`config.mk`:
```
export PLATFORM = sky130hd
export DESIGN_NAME = c2r_mac
export DESIGN_NICKNAME = d
export VERILOG_FILES = /design/src/c2r_pkg.sv /design/src/c2r_mac.sv
export SDC_FILE = /design/constraint.sdc
export NUM_CORES = 1
export LEC_CHECK = 0
export ABC_CLOCK_PERIOD_IN_PS = 7300
export BUFFER_PORTS_ARGS = -buffer_cell sky130_fd_sc_hd__clkbuf_2
export CELL_PAD_IN_SITES_DETAIL_PLACEMENT = 0
export CELL_PAD_IN_SITES_GLOBAL_PLACEMENT = 1
export CORE_MARGIN = 3
export CORE_UTILIZATION = 51
export CTS_CLUSTER_SIZE = 25
export DETAILED_ROUTE_END_ITERATION = 12
export GPL_ROUTABILITY_DRIVEN = 0
export GPL_TIMING_DRIVEN = 0
export PLACE_DENSITY_LB_ADDON = 0.1
export SYNTH_ARGS = -nofsm -noshare
export SYNTH_HDL_FRONTEND = slang
export SYNTH_SLANG_ARGS = --single-unit
```
`constraint.sdc`:
```
create_clock -name clk -period 7.3 [get_ports clk]
set_clock_uncertainty 0.15 [all_clocks]
set_input_delay 0.365 -clock clk [delete_from_list [all_inputs] [get_ports clk]]
set_output_delay 0.365 -clock clk [all_outputs]
set_load 0.005 [all_outputs]
```
`src/c2r_pkg.sv`:
```
// shared types and constants of the 2-d convolution block
package c2r_pkg;

  // command codes
  localparam logic [1:0] CMD_COEF  = 2'd0;
  localparam logic [1:0] CMD_PIXEL = 2'd1;
  localparam logic [1:0] CMD_QUERY = 2'd2;

  // register indexes
  localparam logic [2:0] REG_KERNEL_WIDTH  = 3'd0;
  localparam logic [2:0] REG_KERNEL_HEIGHT = 3'd1;
  localparam logic [2:0] REG_ANCHOR_COL    = 3'd2;
  localparam logic [2:0] REG_ANCHOR_ROW    = 3'd3;
  localparam logic [2:0] REG_FRAME_WIDTH   = 3'd4;
  localparam logic [2:0] REG_FRAME_HEIGHT  = 3'd5;
  localparam logic [2:0] REG_OFFSET_VALUE  = 3'd6;

  localparam int CMD_W   = 2;
  localparam int CIDX_W  = 5;
  localparam int COEF_W  = 16;
  localparam int POS_W   = 6;
  localparam int PIX_W   = 8;
  localparam int OUT_W   = 32;
  localparam int REGI_W  = 3;
  localparam int KSZ_W   = 3;
  localparam int ANC_W   = 4;
  localparam int FSZ_W   = 7;
  localparam int PROD_W  = COEF_W + PIX_W;
  localparam int SUM_W   = OUT_W + 2;
  localparam int CRD_W   = 10;

  typedef struct packed {
    logic valid;
    logic last;
  } tap_ctl_t;

  typedef struct packed {
    logic [KSZ_W-1:0]        kernel_width;
    logic [KSZ_W-1:0]        kernel_height;
    logic signed [ANC_W-1:0] anchor_col;
    logic signed [ANC_W-1:0] anchor_row;
    logic [FSZ_W-1:0]        frame_width;
    logic [FSZ_W-1:0]        frame_height;
  } geom_cfg_t;

endpackage

```
`src/c2r_mac.sv`:
```
// shared multiply-accumulate with final delta add and 32-bit saturation
module c2r_mac #(
  parameter int MAX_KERNEL = 5,
  localparam int ACC_W = c2r_pkg::PROD_W + $clog2(MAX_KERNEL * MAX_KERNEL + 1)
) (
  input  logic                              clk,
  input  logic                              rst,
  input  logic                              start,
  input  c2r_pkg::tap_ctl_t                 rd,
  input  logic signed [c2r_pkg::COEF_W-1:0] rd_coef,
  input  logic [c2r_pkg::PIX_W-1:0]         rd_pix,
  input  logic signed [c2r_pkg::OUT_W-1:0]  offset_value,
  output logic signed [c2r_pkg::OUT_W-1:0]  res,
  output logic                              done
);
  import c2r_pkg::*;

  localparam logic signed [SUM_W-1:0] SAT_HI = SUM_W'(64'sd2147483647);
  localparam logic signed [SUM_W-1:0] SAT_LO = SUM_W'(-64'sd2147483648);

  tap_ctl_t                 pv;
  logic signed [PROD_W-1:0] prod;
  logic signed [ACC_W-1:0]  acc;
  logic                     fin;
  logic signed [SUM_W-1:0]  sum;

  assign sum = SUM_W'(acc) + SUM_W'(offset_value);

  always_ff @(posedge clk) begin
    prod <= PROD_W'(rd_coef) * PROD_W'($signed({1'b0, rd_pix}));
    if (start) acc <= '0;
    else if (pv.valid) acc <= acc + ACC_W'(prod);
    if (fin) begin
      if (sum > SAT_HI) res <= OUT_W'(SAT_HI);
      else if (sum < SAT_LO) res <= OUT_W'(SAT_LO);
      else res <= OUT_W'(sum);
    end
  end

  always_ff @(posedge clk) begin
    if (rst) begin
      pv   <= '0;
      fin  <= 1'b0;
      done <= 1'b0;
    end else begin
      pv  <= rd;
      fin <= pv.valid && pv.last;
      if (start) done <= 1'b0;
      else if (fin) done <= 1'b1;
    end
  end

endmodule

```
==> flow_metrics.tcl <==
set metrics [dict create \
    status "completed" \
    r2r-start "acc[0]" \
    synth_compound_area_frac 0.167 \
    clk_path_buf_depth 2 \
    synth.top_cell.area_share 0.199 \
    yosys.area_share.simple 0.149 \
    avgRoutedWirePerCell_um 14.2 \
    fmax_mhz 188 \
    num_vias 7950 \
    cts_repair_resize_count 0 \
    yosys_warnings 0 \
    clock_latency_ps 350 \
    hold_class "input pin to flop" \
    cp-start-kind "input pin" \
    post-route-util 0.578 \
    die_w_um 148 \
    crit_type "input pin to flop" \
    nets 1531 \
    synth_common_cells "inv_1 (173), nand2_1 (109), ha_1 (107)" \
    grt_usage 0.204 \
    ys_seq_area_frac 0.205 \
    crit_required_ps 7430 \
    place_hpwl_um 18500 \
    clk_pin_slew_ps 70 \
    grt_antenna_before_repair 0 \
    netlist_instances 1158 \
    drtAntennaViolNets 0 \
    portBuffers 92 \
    r2r-end "res[25]" \
    synth.most_common_cell "inv_1" \
    drtIter0Drc 195 \
    drc 0 \
    power_density_mw_per_mm2 329 \
    setup_viol 0 \
    synth.area.mux_share 0.0127 \
    place_inst 1515 \
    grt_pass1_vias 7834 \
    io_pins 94 \
    die-area_mm2 0.0219 \
    via_per_inst 5.19 \
    rows 51 \
    die_h_um 148 \
    avgSynthCellArea_um2 8.88 \
    cts_hold_buf 0 \
    synth_xor_area_frac 0.0588 \
    n_fill_cell 1869 \
    syn-num-nets 1428 \
    fin_cells 1531 \
    cts_sinks 89 \
    worstRegToRegCells 13 \
    ir_drop_mv 0.123 \
    synth_adder_area_share 0.331 \
    first_pass_iters 6 \
    hp-start "rst" \
    finalCritPeriodShare 0.730 \
    whs_path_depth 2 \
    end_kind "flop" \
    worst_slew_pin_slew_ps 787 \
    overflow 0 \
    synthArstFlopShare 0 \
    r2r_slack_ps 3650 \
    timing.max_cap.violations 0 \
    wirelength_um 21800 \
    whs_endpoint "fin" \
    synth_edf_count 32 \
    drive_above_1_share 0.108 \
    synth_top_area_cell "fa_1" \
    grt_pass1_wl_um 36900 \
    whs_ps 64.3 \
    start_util 0.523 \
    p_total_mw 3.74 \
    synthFlopType "dfxtp_1" \
    leakage_nw 5.64 \
    grt_max_degree 34 \
    cts_made_buffers 9 \
    synth_area_mm2 0.0103 \
    ys_top_cells_by_area "fa_1 (20%), ha_1 (13%), dfxtp_1 (11%), edfxtp_1 (9.3%), inv_1 (6.3%)" \
    cts_tree "built" \
    fp.coreArea_mm2 0.0197 \
    cts_root_buffer "clkbuf_16" \
    ys_ff_latch 89 \
    synth_top_family_by_area "adder cells" \
    num_antenna_cells 0 \
    period_needed_ps 5330 \
    rsz0062_at_grt "no" \
    slew_headroom 0.475 \
    path_max_fanout 10 \
    cts_max_level 3 \
    tns_ps 0 \
    critPathArrivalTime_ps 5450 \
    slew_violations 0 \
    yosysUniqueCellTypes 68 \
    finalHoldViolations 0 \
    cts_setup_buffers 0 \
    syn_to_final_growth_pct 10.5 \
]
-- per-layer routing --
layer / track usage / vias to the layer above / part of all wire
met4: 0.0448 / 0 / 0.017
li1: - / 4099 / -
met2: 0.355 / 161 / 0.47
met1: 0.275 / 3665 / 0.48
met3: 0.0215 / 25 / 0.033
met5: 0 / - / 0
-- cells by family (layout without fill, tap and decap cells) --
| group | after synthesis | count (layout) |
|---|---|---|
| DFF | 89 | 89 |
| muxes | 13 | 13 |
| buffers and inverters | 204 | 312 |
| AOI/OAI and AO/OA | 258 | 258 |
| and+or+nand+nor | 314 | 314 |
| adders and majority gates | 211 | 211 |
| xor gates and xnor gates | 69 | 69 |
-- how the worst max path moves through the flow --
stage | endpoint | depth (start not counted) | from
global route | prod[22] | 20 | rd_pix[5]
finish | prod[22] | 20 | rd_pix[5]
global placement | prod[22] | 20 | rd_pix[5]
floorplan | prod[22] | 19 | rd_pix[5]
detailed placement | prod[22] | 20 | rd_pix[5]
CTS | prod[22] | 20 | rd_pix[5]
-- state kept, by name, summed over array words and instances, names as in the netlist --
name,count
fin,1
acc,29
done,1
pv,2
prod,24
res,32
-- worst max-delay path, stage by stage --
cell and delay (ps):
clkbuf_2 190, clkbuf_1 390, nand2_1 140, fa_1 560, inv_1 50, fa_1 460
fa_1 540, inv_1 50, fa_1 520, inv_1 40, ha_1 360, a21o_1 190
a21o_1 180, a2111oi_0 440, a21boi_0 250, nand2_1 160, a31oi_1 130, o21a_1 200
nor2_1 110, xnor2_1 120
-- final cells by class --
class	count	area (µm²)	area share
multi-input combinational	865	7380	0.650
sequential	89	2100	0.185
inverter	174	653	0.0575
timing repair buffer	92	460	0.0405
tap	265	332	0.0292
clock buffer	9	225	0.0198
buffer	30	141	0.0124
clock inverter	7	61.3	0.00540
-- stage by stage --
| stage | setup slack [ps] | instance area, µm² |
|---|---|---|
| 2_1_floorplan | 2360 | 10300 |
| 3_3_place_gp | 1650 | 11100 |
| 3_5_place_dp | 1660 | 11100 |
| 4_1_cts | 1980 | 11400 |
| 5_1_grt | 1710 | 11400 |
| 6_report | 1970 | 11400 |
-- report_power, final --
group          switching (mW)  internal, mW  leakage, nW
Combinational            1.40          1.13         4.73
Clock                   0.208         0.238        0.143
Sequential             0.0763         0.693        0.763
-- cells in the final DEF (no fill, tap or decap), types with 3 or more instances in the layout --
cell       instances
or3_1              3
clkbuf_1          17
ha_1             107
buf_2              8
xnor2_1           42
clkinv_4           3
and2_1            64
o21bai_1          12
mux2i_1           13
clkbuf_2          92
a211oi_1          16
edfxtp_1          32
clkbuf_16          9
o21ai_0           44
o31ai_1            4
nor3_1            10
and3_1            13
a31o_2             4
nor2b_1           13
nand2_1          109
a31oi_1            8
xor2_1            27
o211ai_1           6
a21oi_1           83
nand4_1            9
fa_1             102
or2_2              4
nand3_1           12
nor2_1            56
inv_1            173
nand2b_1          11
a21o_1            40
o21a_1             8
o22ai_1            3
nor4_1             4
dfxtp_1           56
Note: power is estimated with default switching activity, not from simulation.
