$ cat src/c2r_pkg.sv
// shared types and constants of the 2-d convolution block
package c2r_pkg;

  // command codes
  localparam logic [1:0] CMD_COEF  = 2'd0;
  localparam logic [1:0] CMD_PIXEL = 2'd1;
  localparam logic [1:0] CMD_QUERY = 2'd2;

  // register indexes
  localparam logic [2:0] REG_KERNEL_WIDTH  = 3'd0;
  localparam logic [2:0] REG_KERNEL_HEIGHT = 3'd1;
  localparam logic [2:0] REG_ANCHOR_COL    = 3'd2;
  localparam logic [2:0] REG_ANCHOR_ROW    = 3'd3;
  localparam logic [2:0] REG_FRAME_WIDTH   = 3'd4;
  localparam logic [2:0] REG_FRAME_HEIGHT  = 3'd5;
  localparam logic [2:0] REG_OFFSET_VALUE  = 3'd6;

  localparam int CMD_W   = 2;
  localparam int CIDX_W  = 5;
  localparam int COEF_W  = 16;
  localparam int POS_W   = 6;
  localparam int PIX_W   = 8;
  localparam int OUT_W   = 32;
  localparam int REGI_W  = 3;
  localparam int KSZ_W   = 3;
  localparam int ANC_W   = 4;
  localparam int FSZ_W   = 7;
  localparam int PROD_W  = COEF_W + PIX_W;
  localparam int SUM_W   = OUT_W + 2;
  localparam int CRD_W   = 10;

  typedef struct packed {
    logic valid;
    logic last;
  } tap_ctl_t;

  typedef struct packed {
    logic [KSZ_W-1:0]        kernel_width;
    logic [KSZ_W-1:0]        kernel_height;
    logic signed [ANC_W-1:0] anchor_col;
    logic signed [ANC_W-1:0] anchor_row;
    logic [FSZ_W-1:0]        frame_width;
    logic [FSZ_W-1:0]        frame_height;
  } geom_cfg_t;

endpackage

$ cat src/c2r_tapgen.sv
// tap sequencer: walks the kernel rows then columns and issues reflected coordinates
module c2r_tapgen #(
  parameter int MAX_WIDTH  = 64,
  parameter int MAX_HEIGHT = 64,
  parameter int MAX_KERNEL = 5,
  localparam int CIW = $clog2(MAX_KERNEL * MAX_KERNEL + 1)
) (
  input  logic                     clk,
  input  logic                     rst,
  input  logic                     start,
  input  c2r_pkg::geom_cfg_t       cfg,
  input  logic [c2r_pkg::POS_W-1:0] pos_x,
  input  logic [c2r_pkg::POS_W-1:0] pos_y,
  output c2r_pkg::tap_ctl_t        tap,
  output logic [c2r_pkg::FSZ_W-1:0] tap_sx,
  output logic [c2r_pkg::FSZ_W-1:0] tap_sy,
  output logic [CIW-1:0]           tap_cidx
);
  import c2r_pkg::*;

  localparam logic signed [CRD_W-1:0] CRD_ONE = CRD_W'(1);
  localparam logic signed [CRD_W-1:0] CRD_TWO = CRD_W'(2);

  logic             running;
  logic [KSZ_W-1:0] kx, ky, kw, kh, ax, ay;
  logic [FSZ_W-1:0] fw, fh;
  logic [POS_W-1:0] px, py;
  logic             last_tap;
  logic signed [CRD_W-1:0] cx, cy;
  logic [FSZ_W-1:0] sx, sy;
  logic [CIW-1:0]   cidx;

  function automatic logic [KSZ_W-1:0] sat_kernel(input logic [KSZ_W-1:0] k);
    if (k == '0) return KSZ_W'(1);
    else if (int'(k) > MAX_KERNEL) return KSZ_W'(MAX_KERNEL);
    else return k;
  endfunction

  function automatic logic [KSZ_W-1:0] pick_anchor(input logic signed [ANC_W-1:0] a,
                                                   input logic [KSZ_W-1:0] k);
    if (a < 0 || a >= $signed({1'b0, k})) return k >> 1;
    else return KSZ_W'(a);
  endfunction

  function automatic logic [FSZ_W-1:0] sat_frame(input logic [FSZ_W-1:0] f, input int maxv);
    if (f == '0) return FSZ_W'(1);
    else if (int'(f) > maxv) return FSZ_W'(maxv);
    else return f;
  endfunction

  // reflect-101 once, then clamp into the frame
  function automatic logic [FSZ_W-1:0] reflect_once(input logic signed [CRD_W-1:0] c,
                                                    input logic [FSZ_W-1:0] n);
    logic signed [CRD_W-1:0] r;
    logic signed [CRD_W-1:0] nn;
    nn = $signed(CRD_W'(n));
    if (c < 0) r = -c;
    else if (c >= nn) r = nn + nn - CRD_TWO - c;
    else r = c;
    if (r < 0) r = '0;
    else if (r > nn - CRD_ONE) r = nn - CRD_ONE;
    return FSZ_W'(r);
  endfunction

  assign last_tap = (kx == kw - KSZ_W'(1)) && (ky == kh - KSZ_W'(1));
  assign cx = $signed(CRD_W'(px)) + $signed(CRD_W'(kx)) - $signed(CRD_W'(ax));
  assign cy = $signed(CRD_W'(py)) + $signed(CRD_W'(ky)) - $signed(CRD_W'(ay));
  assign sx = reflect_once(cx, fw);
  assign sy = reflect_once(cy, fh);
  assign cidx = CIW'(int'(ky) * MAX_KERNEL + int'(kx));

  always_ff @(posedge clk) begin
    if (rst) begin
      running <= 1'b0;
      tap     <= '0;
    end else begin
      if (start) begin
        kw      <= sat_kernel(cfg.kernel_width);
        kh      <= sat_kernel(cfg.kernel_height);
        ax      <= pick_anchor(cfg.anchor_col, sat_kernel(cfg.kernel_width));
        ay      <= pick_anchor(cfg.anchor_row, sat_kernel(cfg.kernel_height));
        fw      <= sat_frame(cfg.frame_width, MAX_WIDTH);
        fh      <= sat_frame(cfg.frame_height, MAX_HEIGHT);
        px      <= pos_x;
        py      <= pos_y;
        kx      <= '0;
        ky      <= '0;
        running <= 1'b1;
        tap     <= '0;
      end else if (running) begin
        tap       <= '{valid: 1'b1, last: last_tap};
        tap_sx    <= sx;
        tap_sy    <= sy;
        tap_cidx  <= cidx;
        if (last_tap) begin
          running <= 1'b0;
        end else if (kx == kw - KSZ_W'(1)) begin
          kx <= '0;
          ky <= ky + KSZ_W'(1);
        end else begin
          kx <= kx + KSZ_W'(1);
        end
      end else begin
        tap <= '0;
      end
    end
  end

endmodule

$ cat config.mk
export PLATFORM = sky130hd
export DESIGN_NAME = c2r_tapgen
export DESIGN_NICKNAME = d
export VERILOG_FILES = /design/src/c2r_pkg.sv /design/src/c2r_tapgen.sv
export SDC_FILE = /design/constraint.sdc
export NUM_CORES = 1
export LEC_CHECK = 0
export BUFFER_PORTS_ARGS = -buffer_cell sky130_fd_sc_hd__buf_2
export CORE_ASPECT_RATIO = 0.5
export CORE_MARGIN = 2
export CORE_UTILIZATION = 62
export CTS_BUF_LIST = sky130_fd_sc_hd__clkbuf_8
export DETAILED_ROUTE_END_ITERATION = 10
export PLACE_DENSITY = 0.84
export SLEW_MARGIN = 20
export SYNTH_ARGS = -nofsm -noshare
export SYNTH_HDL_FRONTEND = slang
export SYNTH_SLANG_ARGS = --single-unit
$ cat constraint.sdc
create_clock -name clk -period 6.51 [get_ports clk]
set_input_delay 0.3255 -clock clk [delete_from_list [all_inputs] [get_ports clk]]
set_output_delay 0.3255 -clock clk [all_outputs]
set_load 0.05 [all_outputs]
==> run summary, run 1 <==
The run finished with clean final reports. STA classifies the critical path startpoint as a flip-flop. Detailed placement ended at an HPWL of 10490 um. Synthesized cell area: 6183 um2.

TritonCTS built the clock tree. The setup path with the least slack is of type flip-flop to flip-flop. The via count of the first global-routing pass was 4810.

By instance count, the leading cell after synthesis is sky130_fd_sc_hd__inv_1. Endpoint required time on the critical path: 6660 ps. Sorting the synthesized cells by how often they occur yields sky130_fd_sc_hd__inv_1 (94), sky130_fd_sc_hd__ha_1 (88), sky130_fd_sc_hd__edfxtp_1 (63). The mean cell area of the mapped netlist was 9.572 um2. The design draws 2.252 mW. The Yosys step of the flow raised 0 warnings. In this run the static leakage power is 3.161 nW. The biggest area contributor in the post-synthesis netlist is sky130_fd_sc_hd__edfxtp_1.

The post-route netlist has 16.62% of its cells at a drive strength greater than 1. The H-tree generated during clock tree synthesis spans 3 levels. The tools report the endpoint class of the critical path as a flip-flop. The tools report the post-layout net count as 857.

Clock-pin slew on the worst setup and hold paths: 80 ps. The die is 74.62 um tall. Ranked by total cell area, the synthesized netlist is headed by sky130_fd_sc_hd__edfxtp_1 (31%), sky130_fd_sc_hd__ha_1 (18%), sky130_fd_sc_hd__inv_1 (5.7%), sky130_fd_sc_hd__xnor2_1 (3.4%), sky130_fd_sc_hd__fa_1 (2.9%).

In this run the count of I/O pins placed on the die edge is 64. Of all nets on the critical path, the largest fanout is 8. The count of inserted antenna diode cells was 0. Max-slew headroom at the worst pin: 28.61%. Once layout is complete, the cells apart from fillers number 857. In the finished design, the share of the clock period the worst path needs comes to 88.29%.

After the first detailed-routing iteration, the DRC count stood at 330. The number of nets produced by synthesis is 786, and the via total after detailed routing is 5002. CTS saw 66 sinks.

The max-slew violation count is 0, and the number of buffers created by CTS is 9. For the final database, setup skew stands at 10.09 ps. The first detailed-routing pass took 5 iterations. The run gives 0 as the number of hold violations in the final report. The count of nets left with antenna violations once routing finished came out at 0. Entering global routing, the biggest net connects 39 pins.

VDD sags by at most 0.1431 mV. The relative area change from synthesis to final layout was 11.59%; the starting utilization of the core area was 64.60%. For this run, asynchronously set or reset flops after synthesis account for 0%. Max-cap violations in this run came to 0. Setup violations remaining at the end of the flow were counted as 0. The most used flip-flop cell after synthesis is sky130_fd_sc_hd__edfxtp_1. The number of flops mapped to enable cells by yosys works out to 63. The tools report the global placer's final weighted congestion as 0.9414. Via-per-instance ratio: 5.837. The fmax came out at 174.0 MHz. The floorplan step defined a core boundary enclosing 9572 um2. The logs give 841 for the number of placed cells counting well taps and 5900 ps for the signal arrival time at the worst endpoint. The die covers 10840 um2. After synthesis, the largest area contributor takes up 30.59% of total cell area.

After detailed routing, the number of remaining DRC violations is 0. The first-pass GRT wire length is 22220 um. The run gives 0 as the number of hold buffers added after CTS. Counting I/O delays and the setup requirement, the final critical path takes 5748 ps. The path class of the tightest hold or removal check is input pin to flip-flop. Gates resized during post-CTS repair numbered 0.

The overall fraction of global-route tracks in use came out at 25.63%. Row generation in the floorplan step produced 25 rows. The total negative slack came out at 0 ps. Power spread over the standard cell area amounts to 326.4 nW/um2. The detailed-route wire length was 13090 um.

The slew at the pin closest to its max-slew limit came out at 1069 ps. The floorplan step set the die width to 145.2 um. The count of cell types in the netlist is 73. After synthesis, flip-flops and latches occupy 31.57% of the total area.

Setup repair after global routing left no endpoint under its margin. For the maximum root-to-sink buffer count, the log shows 2. Once the clock tree was built, the setup fixing pass inserted 0 buffers. The clock reaches the later pin of the worst-skew pair after 350 ps.

The average wire length per cell after detail routing was 15.27 um. On the final layout, the worst hold slack is 151.6 ps. During placement, the flow inserted port buffers numbering 63. The run gives 0 as the number of antenna violations at the first check in global routing. In this run the clock root is driven by a sky130_fd_sc_hd__clkbuf_8. The number of storage elements in the synthesis netlist is 66. The run gives 0 as the total grt overflow. Counting every instance in the synthesized netlist gives 646.
sequential cells by signal, summed over array words and instances, names as in the netlist, 5 cells and up:
name,count
fh,7
fw,7
py,6
px,6
tap_cidx,5
tap_sx,7
tap_sy,7
layer usage:
layer  vias to the layer above  GRT usage, %  part of all wire, %
li1                       2490             -                    -
met1                      2333         31.94                   45
met2                       144         45.13                   47
met3                        35         5.333                  5.6
met4                         0         10.68                  2.6
met5                         -             0                    0
stage by stage:
stage | util (%) | setup slack, ps | instance area [um2]
after CTS | 71.97 | 642.4 | 6889
after detailed placement | 69.83 | 688.6 | 6684
final | 72.09 | 762.3 | 6900
after global routing | 72.09 | 191.5 | 6900
after floorplan | - | 1158 | 6183
after global placement | 69.83 | 894.8 | 6684
final cells by class:
| type | count | area (um2) |
|---|---|---|
| clock buffer | 11 | 151.4 |
| clock inverter | 5 | 53.80 |
| fill | 744 | 2671 |
| inverter | 98 | 370.4 |
| multi-input combinational | 474 | 3851 |
| sequential | 66 | 1952 |
| tap | 135 | 168.9 |
| timing repair buffer | 68 | 352.8 |
final timing paths:
path | start | end | slack [ps] | depth (start not counted)
hold reg to reg | running$_SDFF_PP0_ | tap[0]$_SDFF_PP0_ | 530 | 1
setup reg to reg | ky[1]$_SDFFCE_PP0P_ | tap_sy[5]$_SDFFCE_PN0P_ | 760 | 22
setup / recovery | ky[1]$_SDFFCE_PP0P_ | tap_sy[5]$_SDFFCE_PN0P_ | 760 | 22
hold / removal | pos_y[2] | py[2]$_DFFE_PP_ | 150 | 1
critical path: stages, from the launching register on:
cell and delay (ps):
sky130_fd_sc_hd__edfxtp_1 460, sky130_fd_sc_hd__inv_1 90, sky130_fd_sc_hd__fa_1 590, sky130_fd_sc_hd__inv_1 60, sky130_fd_sc_hd__ha_1 280, sky130_fd_sc_hd__a211o_1 340
sky130_fd_sc_hd__a2111o_1 390, sky130_fd_sc_hd__nand3_2 130, sky130_fd_sc_hd__inv_1 60, sky130_fd_sc_hd__ha_1 200, sky130_fd_sc_hd__or3_1 310, sky130_fd_sc_hd__a21oi_1 190
sky130_fd_sc_hd__or2_2 200, sky130_fd_sc_hd__nor3_1 80, sky130_fd_sc_hd__a211oi_1 400, sky130_fd_sc_hd__nor2_1 100, sky130_fd_sc_hd__ha_1 310, sky130_fd_sc_hd__nand3_1 100
sky130_fd_sc_hd__o31a_1 310, sky130_fd_sc_hd__o22ai_1 250, sky130_fd_sc_hd__a21o_1 300, sky130_fd_sc_hd__nor2_1 90, sky130_fd_sc_hd__a2111oi_2 300
cell families after synthesis:
group	share of synthesized area [%]
xor+xnor	5.322
buf+inv	6.536
mux	2.388
compound gates	17.66
simple gates	15.80
fa+ha+maj	20.72
flops	31.57
power by group:
group          switching [mW]  total (mW)  internal (mW)
Combinational           0.777        1.34          0.562
Clock                   0.162       0.358          0.196
Sequential             0.0183       0.555          0.537
cell usage in the layout (no fill, tap or decap), types with 7 or more instances in the layout:
cell type | Yosys | final
sky130_fd_sc_hd__a211oi_1 | 10 | 10
sky130_fd_sc_hd__a21o_1 | 11 | 11
sky130_fd_sc_hd__a21oi_1 | 28 | 27
sky130_fd_sc_hd__buf_2 | 3 | 63
sky130_fd_sc_hd__clkbuf_8 | 0 | 11
sky130_fd_sc_hd__edfxtp_1 | 63 | 63
sky130_fd_sc_hd__fa_1 | 9 | 9
sky130_fd_sc_hd__ha_1 | 88 | 88
sky130_fd_sc_hd__inv_1 | 94 | 95
sky130_fd_sc_hd__mux2i_1 | 8 | 8
sky130_fd_sc_hd__nand2_1 | 26 | 26
sky130_fd_sc_hd__nand2b_1 | 9 | 9
sky130_fd_sc_hd__nand3_1 | 16 | 16
sky130_fd_sc_hd__nor2_1 | 46 | 46
sky130_fd_sc_hd__nor2b_1 | 21 | 20
sky130_fd_sc_hd__nor3_1 | 17 | 17
sky130_fd_sc_hd__nor3b_1 | 8 | 7
sky130_fd_sc_hd__nor4_1 | 8 | 8
sky130_fd_sc_hd__o21a_1 | 11 | 11
sky130_fd_sc_hd__o21ai_0 | 17 | 17
sky130_fd_sc_hd__o31a_1 | 7 | 7
sky130_fd_sc_hd__or2_2 | 7 | 7
sky130_fd_sc_hd__xnor2_1 | 24 | 24
sky130_fd_sc_hd__xor2_1 | 11 | 10
Note: power is estimated with default switching activity, not from simulation.
==> run 2, diff against run 1 <==
CAP_MARGIN = 10   (was default)
PLACE_DENSITY = default   (was 0.84)
PLACE_DENSITY_LB_ADDON = 0.12   (was default)
RECOVER_POWER = 25   (was default)
==> run summary, run 2 (synthesis gave the netlist of run 1 again) <==
Cell breakdown of the critical path: inv_1 -> fa_1 -> inv_1 -> ha_1 -> a211o_1 -> o21a_1 -> xor2_1 -> inv_1 -> ha_1 -> o21ai_0 -> a21oi_1 -> o311a_1 -> nor3_1 -> a211oi_1 -> nor2_1 -> ha_1 -> nand3_1 -> o31a_1 -> o22ai_1 -> a21oi_1 -> nor4_1 -> a2111oi_2 (was inv_1 -> fa_1 -> inv_1 -> ha_1 -> a211o_1 -> a2111o_1 -> nand3_2 -> inv_1 -> ha_1 -> or3_1 -> a21oi_1 -> or2_2 -> nor3_1 -> a211oi_1 -> nor2_1 -> ha_1 -> nand3_1 -> o31a_1 -> o22ai_1 -> a21o_1 -> nor2_1 -> a2111oi_2). Setup repair after global routing left no endpoint under its margin. The run finished with clean final reports.

The signal arrival time at the worst endpoint came out at 6070 ps (was 5900 ps). The via count of the first global-routing pass was 4810 (unchanged). Global placer's final weighted congestion: 0.9285 (was 0.9414).

The number of port buffers came out at 63 (unchanged). The run gives 0 (unchanged) as the total grt overflow. Origin of the critical flop-to-flop path: ky[1]$_SDFFCE_PP0P_ (unchanged). The run gives 0.1653 mV (was 0.1431 mV) as the largest vdd supply drop. Startpoint-to-endpoint class of the critical path: flip-flop to flip-flop (unchanged). For the number of post-CTS setup repair buffers, the log shows 0 (unchanged). Maximum root-to-sink buffer count: 2 (unchanged). The logs give 25 (unchanged) for the cell row count and 0 (unchanged) for the max-slew violation count. The run gives 9 (unchanged) as the number of buffers created by CTS.

The capturing point of the worst reg2reg path is tap_sy[6]$_SDFFCE_PN0P_ (was tap_sy[5]$_SDFFCE_PN0P_). The tools report the endpoint class of the critical path as a flip-flop (unchanged). The cell chosen for the clock root was sky130_fd_sc_hd__clkbuf_8 (unchanged). The run gives 0 (unchanged) as the number of setup violations in the final report. The number of gates resized after CTS was 0 (unchanged); the endpoint required time on the critical path was 6650 ps (was 6660 ps). The share of layout cells above drive strength 1 is 15.37% (was 16.62%), and the first-pass GRT wire length is 21670 um (was 22220 um). The tools report the number of DRC violations after detailed routing as 0 (unchanged). The static leakage power is 3.135 nW (was 3.161 nW), and the vertical die dimension is 74.62 um (unchanged). The final period demand of the worst path was 5933 ps (was 5748 ps); the estimated wirelength of the detail-placed design was 10460 um (was 10490 um). The highest cell delay on the worst timing path is 600 ps (was 590 ps).

End of the worst hold path: py[4]$_DFFE_PP_ (was py[2]$_DFFE_PP_). Average wire length per cell after detail routing: 15.12 um (was 15.27 um). The fmax is 168.6 MHz (was 174.0 MHz). The latest clock arrival within the worst-skew pair came out at 360 ps (was 350 ps). The final antenna-violating net count came out at 0 (unchanged). The period utilization was 91.13% (was 88.29%).

The run gives 0 (unchanged) as the number of hold violations in the final report. For the post-layout total power, the log shows 2.229 mW (was 2.252 mW). For the via total after detailed routing, the log shows 4896 (was 5002).

The clock sink count is 66 (unchanged), and the number of hold buffers added after CTS is 0 (unchanged). Final setup skew: 17.34 ps (was 10.09 ps). The largest driver fanout on the critical path came out at 8 (unchanged). The tools report the number of antenna violations at the first check in global routing as 0 (unchanged). The maximum number of pins on one net before global-route repair is 39 (unchanged). The post-layout net count was 857 (unchanged). Critical path launch point type: a flip-flop (unchanged). TritonCTS built the clock tree.

For the total negative slack, the log shows 0 ps (unchanged). The detailed-route wire length was 12960 um (was 13090 um). The logs give 25.04% (was 25.63%) for the overall fraction of global-route tracks in use and 71.71% (was 72.09%) for the share of the core filled with cells. The cell count of the worst reg-to-reg path is 22 (unchanged). The count of inserted antenna diode cells came out at 0 (unchanged).

The slew at the pin closest to its max-slew limit was 1055 ps (was 1069 ps); the cell area power density was 324.7 nW/um2 (was 326.4 nW/um2). The run gives 29.69% (was 28.61%) as the max-slew headroom at the worst pin. The number of DRC violations after detailed-routing iteration 0 came out at 247 (was 330). Worst min-delay path category: input pin to flip-flop (unchanged). The slack of the worst reg-to-reg path was 580 ps (was 760 ps); the number of H-tree levels was 3 (unchanged). The core box area was 9572 um2 (unchanged).

Number of maximum-capacitance constraint violations: 0 (unchanged). Commonest cells after routing, fill and taps aside: sky130_fd_sc_hd__inv_1 (95), sky130_fd_sc_hd__ha_1 (88), sky130_fd_sc_hd__edfxtp_1 (63) (was sky130_fd_sc_hd__inv_1 (95), sky130_fd_sc_hd__ha_1 (88), sky130_fd_sc_hd__edfxtp_1 (63), sky130_fd_sc_hd__buf_2 (63), sky130_fd_sc_hd__nor2_1 (46)). Starting utilization of the core area: 64.60% (unchanged). For the I/O pin total, the log shows 64 (unchanged). The startpoint of the most critical hold path is pos_y[4] (was pos_y[2]). The width of the die works out to 145.2 um (unchanged). The count of cells along the worst hold path is 1 (unchanged).

The tools report the length of the first detailed-routing pass in iterations as 5 (unchanged). The cell with the largest stage delay on the worst path is sky130_fd_sc_hd__fa_1 (unchanged). The leading cell type in the layout, fill and taps excluded is sky130_fd_sc_hd__inv_1 (unchanged). The die outline area was 10840 um2 (unchanged); the relative area change from synthesis to final layout was 11.01% (was 11.59%).

The via-per-instance ratio came out at 5.713 (was 5.837). The clock-pin slew on the worst setup and hold paths was 80 ps (about the same).
-- run 2: critical path: cells and delay by family (launching register included) --
kind / cells / cell delay (ps)
AOI/OAI and AO/OA: 10 / 2500
and+or+nand+nor: 4 / 420
buffers and inverters: 3 / 320
adders and majority gates: 4 / 1580
xor gates and xnor gates: 1 / 450
DFF: 1 / 450
-- run 2: per-layer routing --
| metal | up-vias | track usage [%] | part of all wire [%] |
|---|---|---|---|
| met3 | 20 | 5.030 | 3.8 |
| met2 | 91 | 47.76 | 49 |
| met5 | - | 0 | 0 |
| li1 | 2488 | - | - |
| met4 | 0 | 6.754 | 1.5 |
| met1 | 2297 | 29.92 | 45 |
-- run 2: cell type report --
cell class              instances  area [um2]
clock buffers                   9       123.9
clock inverters                 7       71.32
fillers                       758        2708
inverters                      98       370.4
multi-input cells             474        3835
flip-flops and latches         66        1952
well taps                     135       168.9
repair buffers                 68       342.8
-- run 2: worst max-delay path by stage --
stage	start	end	slack [ps]	cells past startpoint
detailed placement	ky[1]$_SDFFCE_PP0P_	tap_sy[6]$_SDFFCE_PN0P_	630	22
CTS	ky[1]$_SDFFCE_PP0P_	tap_sy[6]$_SDFFCE_PN0P_	580	22
global placement	ky[1]$_SDFFCE_PP0P_	tap_sy[6]$_SDFFCE_PN0P_	720	22
finish	ky[1]$_SDFFCE_PP0P_	tap_sy[6]$_SDFFCE_PN0P_	580	22
floorplan	kx[1]$_SDFFCE_PP0P_	tap_sx[4]$_SDFFCE_PN0P_	1160	20
global route	ky[1]$_SDFFCE_PP0P_	tap_sy[6]$_SDFFCE_PN0P_	120	21
-- run 2: per-stage QoR --
stage	area (um2)	cells	hold WS, ps	setup slack, ps
floorplan	6183	646	397.9	1158
global placement	6684	841	502.0	720.6
detailed placement	6684	841	503.6	627.3
CTS	6879	857	123.5	581.8
global route	6864	857	110.7	123.6
finish	6864	857	137.2	577.4
-- run 2: report_power, final --
part | switching, mW | total, mW | internal (mW)
clock | 0.165 | 0.341 | 0.176
combinational | 0.773 | 1.33 | 0.560
sequential | 0.0178 | 0.555 | 0.537
total | 0.955 | 2.23 | 1.27
==> run 3, diff against run 2 <==
MAX_ROUTING_LAYER = met4   (was default)
==> run summary, run 3 (synthesis gave the netlist of run 1 again) <==
The run finished with clean final reports. The maximum root-to-sink buffer count was 2 (unchanged); the count of inserted antenna diode cells was 0 (unchanged). The tools report the latest clock arrival within the worst-skew pair as 350 ps (was 360 ps). The share of layout cells above drive strength 1 works out to 15.63% (was 15.37%).

The clock sink count is 66 (unchanged). The length of the first detailed-routing pass in iterations is 4 (was 5), and the post-layout net count is 858 (was 857). The clock-pin slew on the worst setup and hold paths works out to 80 ps (about the same). For the signal arrival time at the worst endpoint, the log shows 6230 ps (was 6070 ps).

The minimum hold slack was 147.4 ps (was 137.2 ps); the number of hold violations in the final report was 0 (unchanged). The period utilization was 93.56% (was 91.13%). The estimated wirelength of the detail-placed design came out at 10570 um (was 10460 um). The number of hold buffers added after CTS is 0 (unchanged).

The fmax came out at 164.2 MHz (was 168.6 MHz). The vertical die dimension was 74.62 um (unchanged); the number of gates resized after CTS was 0 (unchanged). The critical path launch point type is a flip-flop (unchanged).

The tools report the endpoint required time on the critical path as 6650 ps (about the same). The final setup skew came out at 10.53 ps (was 17.34 ps). The tools report the max-slew violation count as 0 (unchanged).

The largest vdd supply drop is 0.1989 mV (was 0.1653 mV), and the die outline area is 10840 um2 (unchanged). The logs give 0 (unchanged) for the number of maximum-capacitance constraint violations and 0.9337 (was 0.9285) for the global placer's final weighted congestion. The count of buffering cells on the critical path with inverters included was 3 (unchanged); the width of the die was 145.2 um (unchanged). The portion of total power attributed to sequential cells was 23.5% (was 24.9%).

The overall fraction of global-route tracks in use is 25.74% (was 25.04%). The final cell area excluding filler cells is 6965 um2 (was 6864 um2), and the starting utilization of the core area is 64.60% (unchanged). Endpoint class of the critical path: a flip-flop (unchanged). The switching part of the total works out to 40.79% (was 42.87%). The static leakage power is 3.183 nW (was 3.135 nW), and the cell area power density is 338.2 nW/um2 (was 324.7 nW/um2). The highest cell delay on the worst timing path is 610 ps (was 600 ps), and the clock network power share is 19.3% (was 15.3%). The max-slew headroom at the worst pin is 1.200% (was 29.69%), and the slew at the pin closest to its max-slew limit is 1479 ps (was 1055 ps). Leading cell type in the layout, fill and taps excluded: sky130_fd_sc_hd__inv_1 (unchanged). The cell with the largest stage delay on the worst path is sky130_fd_sc_hd__fa_1 (unchanged). Setup repair after global routing left no endpoint under its margin. For the via total after detailed routing, the log shows 4957 (was 4896). The tools report the cell row count as 25 (unchanged). Internal power of the cells: 1.395 mW (was 1.273 mW). The total grt overflow was 0 (unchanged). The via count of the first global-routing pass was 4739 (was 4810).

The relative area change from synthesis to final layout is 12.65% (was 11.01%). The cell chosen for the clock root is sky130_fd_sc_hd__clkbuf_8 (unchanged). Commonest cells after routing, fill and taps aside: sky130_fd_sc_hd__inv_1 (95), sky130_fd_sc_hd__ha_1 (88), sky130_fd_sc_hd__edfxtp_1 (63) (unchanged). The tools report the net switching power figure as 0.9607 mW (was 0.9554 mW).

The number of H-tree levels was 3 (unchanged); the via-per-instance ratio was 5.777 (was 5.713). The startpoint-to-endpoint class of the critical path is flip-flop to flip-flop (unchanged). The tools report the number of DRC violations after detailed routing as 0 (unchanged).

The I/O pin total was 64 (unchanged); the maximum number of pins on one net before global-route repair was 39 (unchanged). The tools report the number of antenna violations at the first check in global routing as 0 (unchanged). The final period demand of the worst path works out to 6091 ps (was 5933 ps). Cell breakdown of the critical path: inv_1 -> fa_1 -> inv_1 -> ha_1 -> a211o_1 -> o21a_1 -> xor2_1 -> inv_1 -> ha_1 -> o21ai_0 -> a21oi_1 -> o311a_1 -> nor3_1 -> a211oi_1 -> nor2_1 -> ha_1 -> nand3_1 -> o31a_1 -> o22ai_1 -> a21o_1 -> nor2_1 -> a2111oi_2 (was inv_1 -> fa_1 -> inv_1 -> ha_1 -> a211o_1 -> o21a_1 -> xor2_1 -> inv_1 -> ha_1 -> o21ai_0 -> a21oi_1 -> o311a_1 -> nor3_1 -> a211oi_1 -> nor2_1 -> ha_1 -> nand3_1 -> o31a_1 -> o22ai_1 -> a21oi_1 -> nor4_1 -> a2111oi_2). The run gives 9572 um2 (unchanged) as the core box area. The average wire length per cell after detail routing was 15.22 um (was 15.12 um); the number of setup violations in the final report was 0 (unchanged).

For the placed cell area, the log shows 6684 um2 (unchanged). Worst min-delay path category: input pin to flip-flop (unchanged). The number of port buffers was 63 (unchanged); the final antenna-violating net count was 0 (unchanged). The tools report the combinational cell fraction of total power as 57.1% (was 59.8%). The family with the most delay on the worst path is compound AO/OA/AOI/OAI gates (unchanged).

The run gives 13060 um (was 12960 um) as the detailed-route wire length. The logs give 0 (unchanged) for the number of post-CTS setup repair buffers and 0 ps (unchanged) for the total negative slack. The largest driver fanout on the critical path is 8 (unchanged), and the number of DRC violations after detailed-routing iteration 0 is 230 (was 247). TritonCTS built the clock tree. The first-pass GRT wire length is 21410 um (was 21670 um), and the number of buffers created by CTS is 9 (unchanged).
run 3: worst paths after layout:
kind,slack [ps],startpoint,endpoint,cells past startpoint
worst min-delay path,150,pos_y[3],py[3]$_DFFE_PP_,1
worst max-delay path,420,ky[1]$_SDFFCE_PP0P_,tap_sy[6]$_SDFFCE_PN0P_,22
worst min register to register,530,running$_SDFF_PP0_,tap[1]$_SDFF_PP0_,1
worst max register to register,420,ky[1]$_SDFFCE_PP0P_,tap_sy[6]$_SDFFCE_PN0P_,22
run 3: stage by stage:
step	instances	util, %	total power, mW	worst slack, ps
finish	858	72.77	2.355	418.9
global route	858	72.77	2.530	16.02
CTS	857	72.60	2.345	458.0
detailed placement	841	69.83	1.881	501.5
global placement	841	69.83	1.847	571.8
floorplan	646	-	1.584	1158
run 3: layer usage:
layer	vias up	share of wire, %	track usage (%)
li1	2496	-	-
met1	2329	45	30.48
met2	114	50	46.60
met3	18	4.3	4.364
met4	0	1.4	7.625
met5	-	0	-
run 3: worst register-to-register path, stage by stage (launching register included):
cell                        delay [ps]
sky130_fd_sc_hd__edfxtp_1          470
sky130_fd_sc_hd__inv_1             110
sky130_fd_sc_hd__fa_1              610
sky130_fd_sc_hd__inv_1              60
sky130_fd_sc_hd__ha_1              290
sky130_fd_sc_hd__a211o_1           340
sky130_fd_sc_hd__o21a_1            160
sky130_fd_sc_hd__xor2_1            510
sky130_fd_sc_hd__inv_1             180
sky130_fd_sc_hd__ha_1              390
sky130_fd_sc_hd__o21ai_0           100
sky130_fd_sc_hd__a21oi_1           210
sky130_fd_sc_hd__o311a_1           210
sky130_fd_sc_hd__nor3_1             60
sky130_fd_sc_hd__a211oi_1          390
sky130_fd_sc_hd__nor2_1            110
sky130_fd_sc_hd__ha_1              310
sky130_fd_sc_hd__nand3_1           120
sky130_fd_sc_hd__o31a_1            310
sky130_fd_sc_hd__o22ai_1           250
sky130_fd_sc_hd__a21o_1            290
sky130_fd_sc_hd__nor2_1             90
sky130_fd_sc_hd__a2111oi_2         310
run 3: layout make-up:
cell class	count	area (um2)
Sequential cell	66	1952
Tap cell	135	168.9
Inverter	98	370.4
Multi-Input combinational cell	474	3836
Timing Repair Buffer	69	372.9
Fill cell	726	2606
Clock inverter	7	141.4
Clock buffer	9	123.9
run 3: power groups by stage:
stage | clock (mW) | combinational (mW) | sequential (mW)
4_1_cts | 0.466 | 1.32 | 0.555
3_5_place_dp | 0 | 1.32 | 0.564
6_report | 0.455 | 1.35 | 0.555
5_1_grt | 0.480 | 1.49 | 0.558
2_1_floorplan | 0 | 0.980 | 0.604
3_3_place_gp | 0 | 1.28 | 0.563
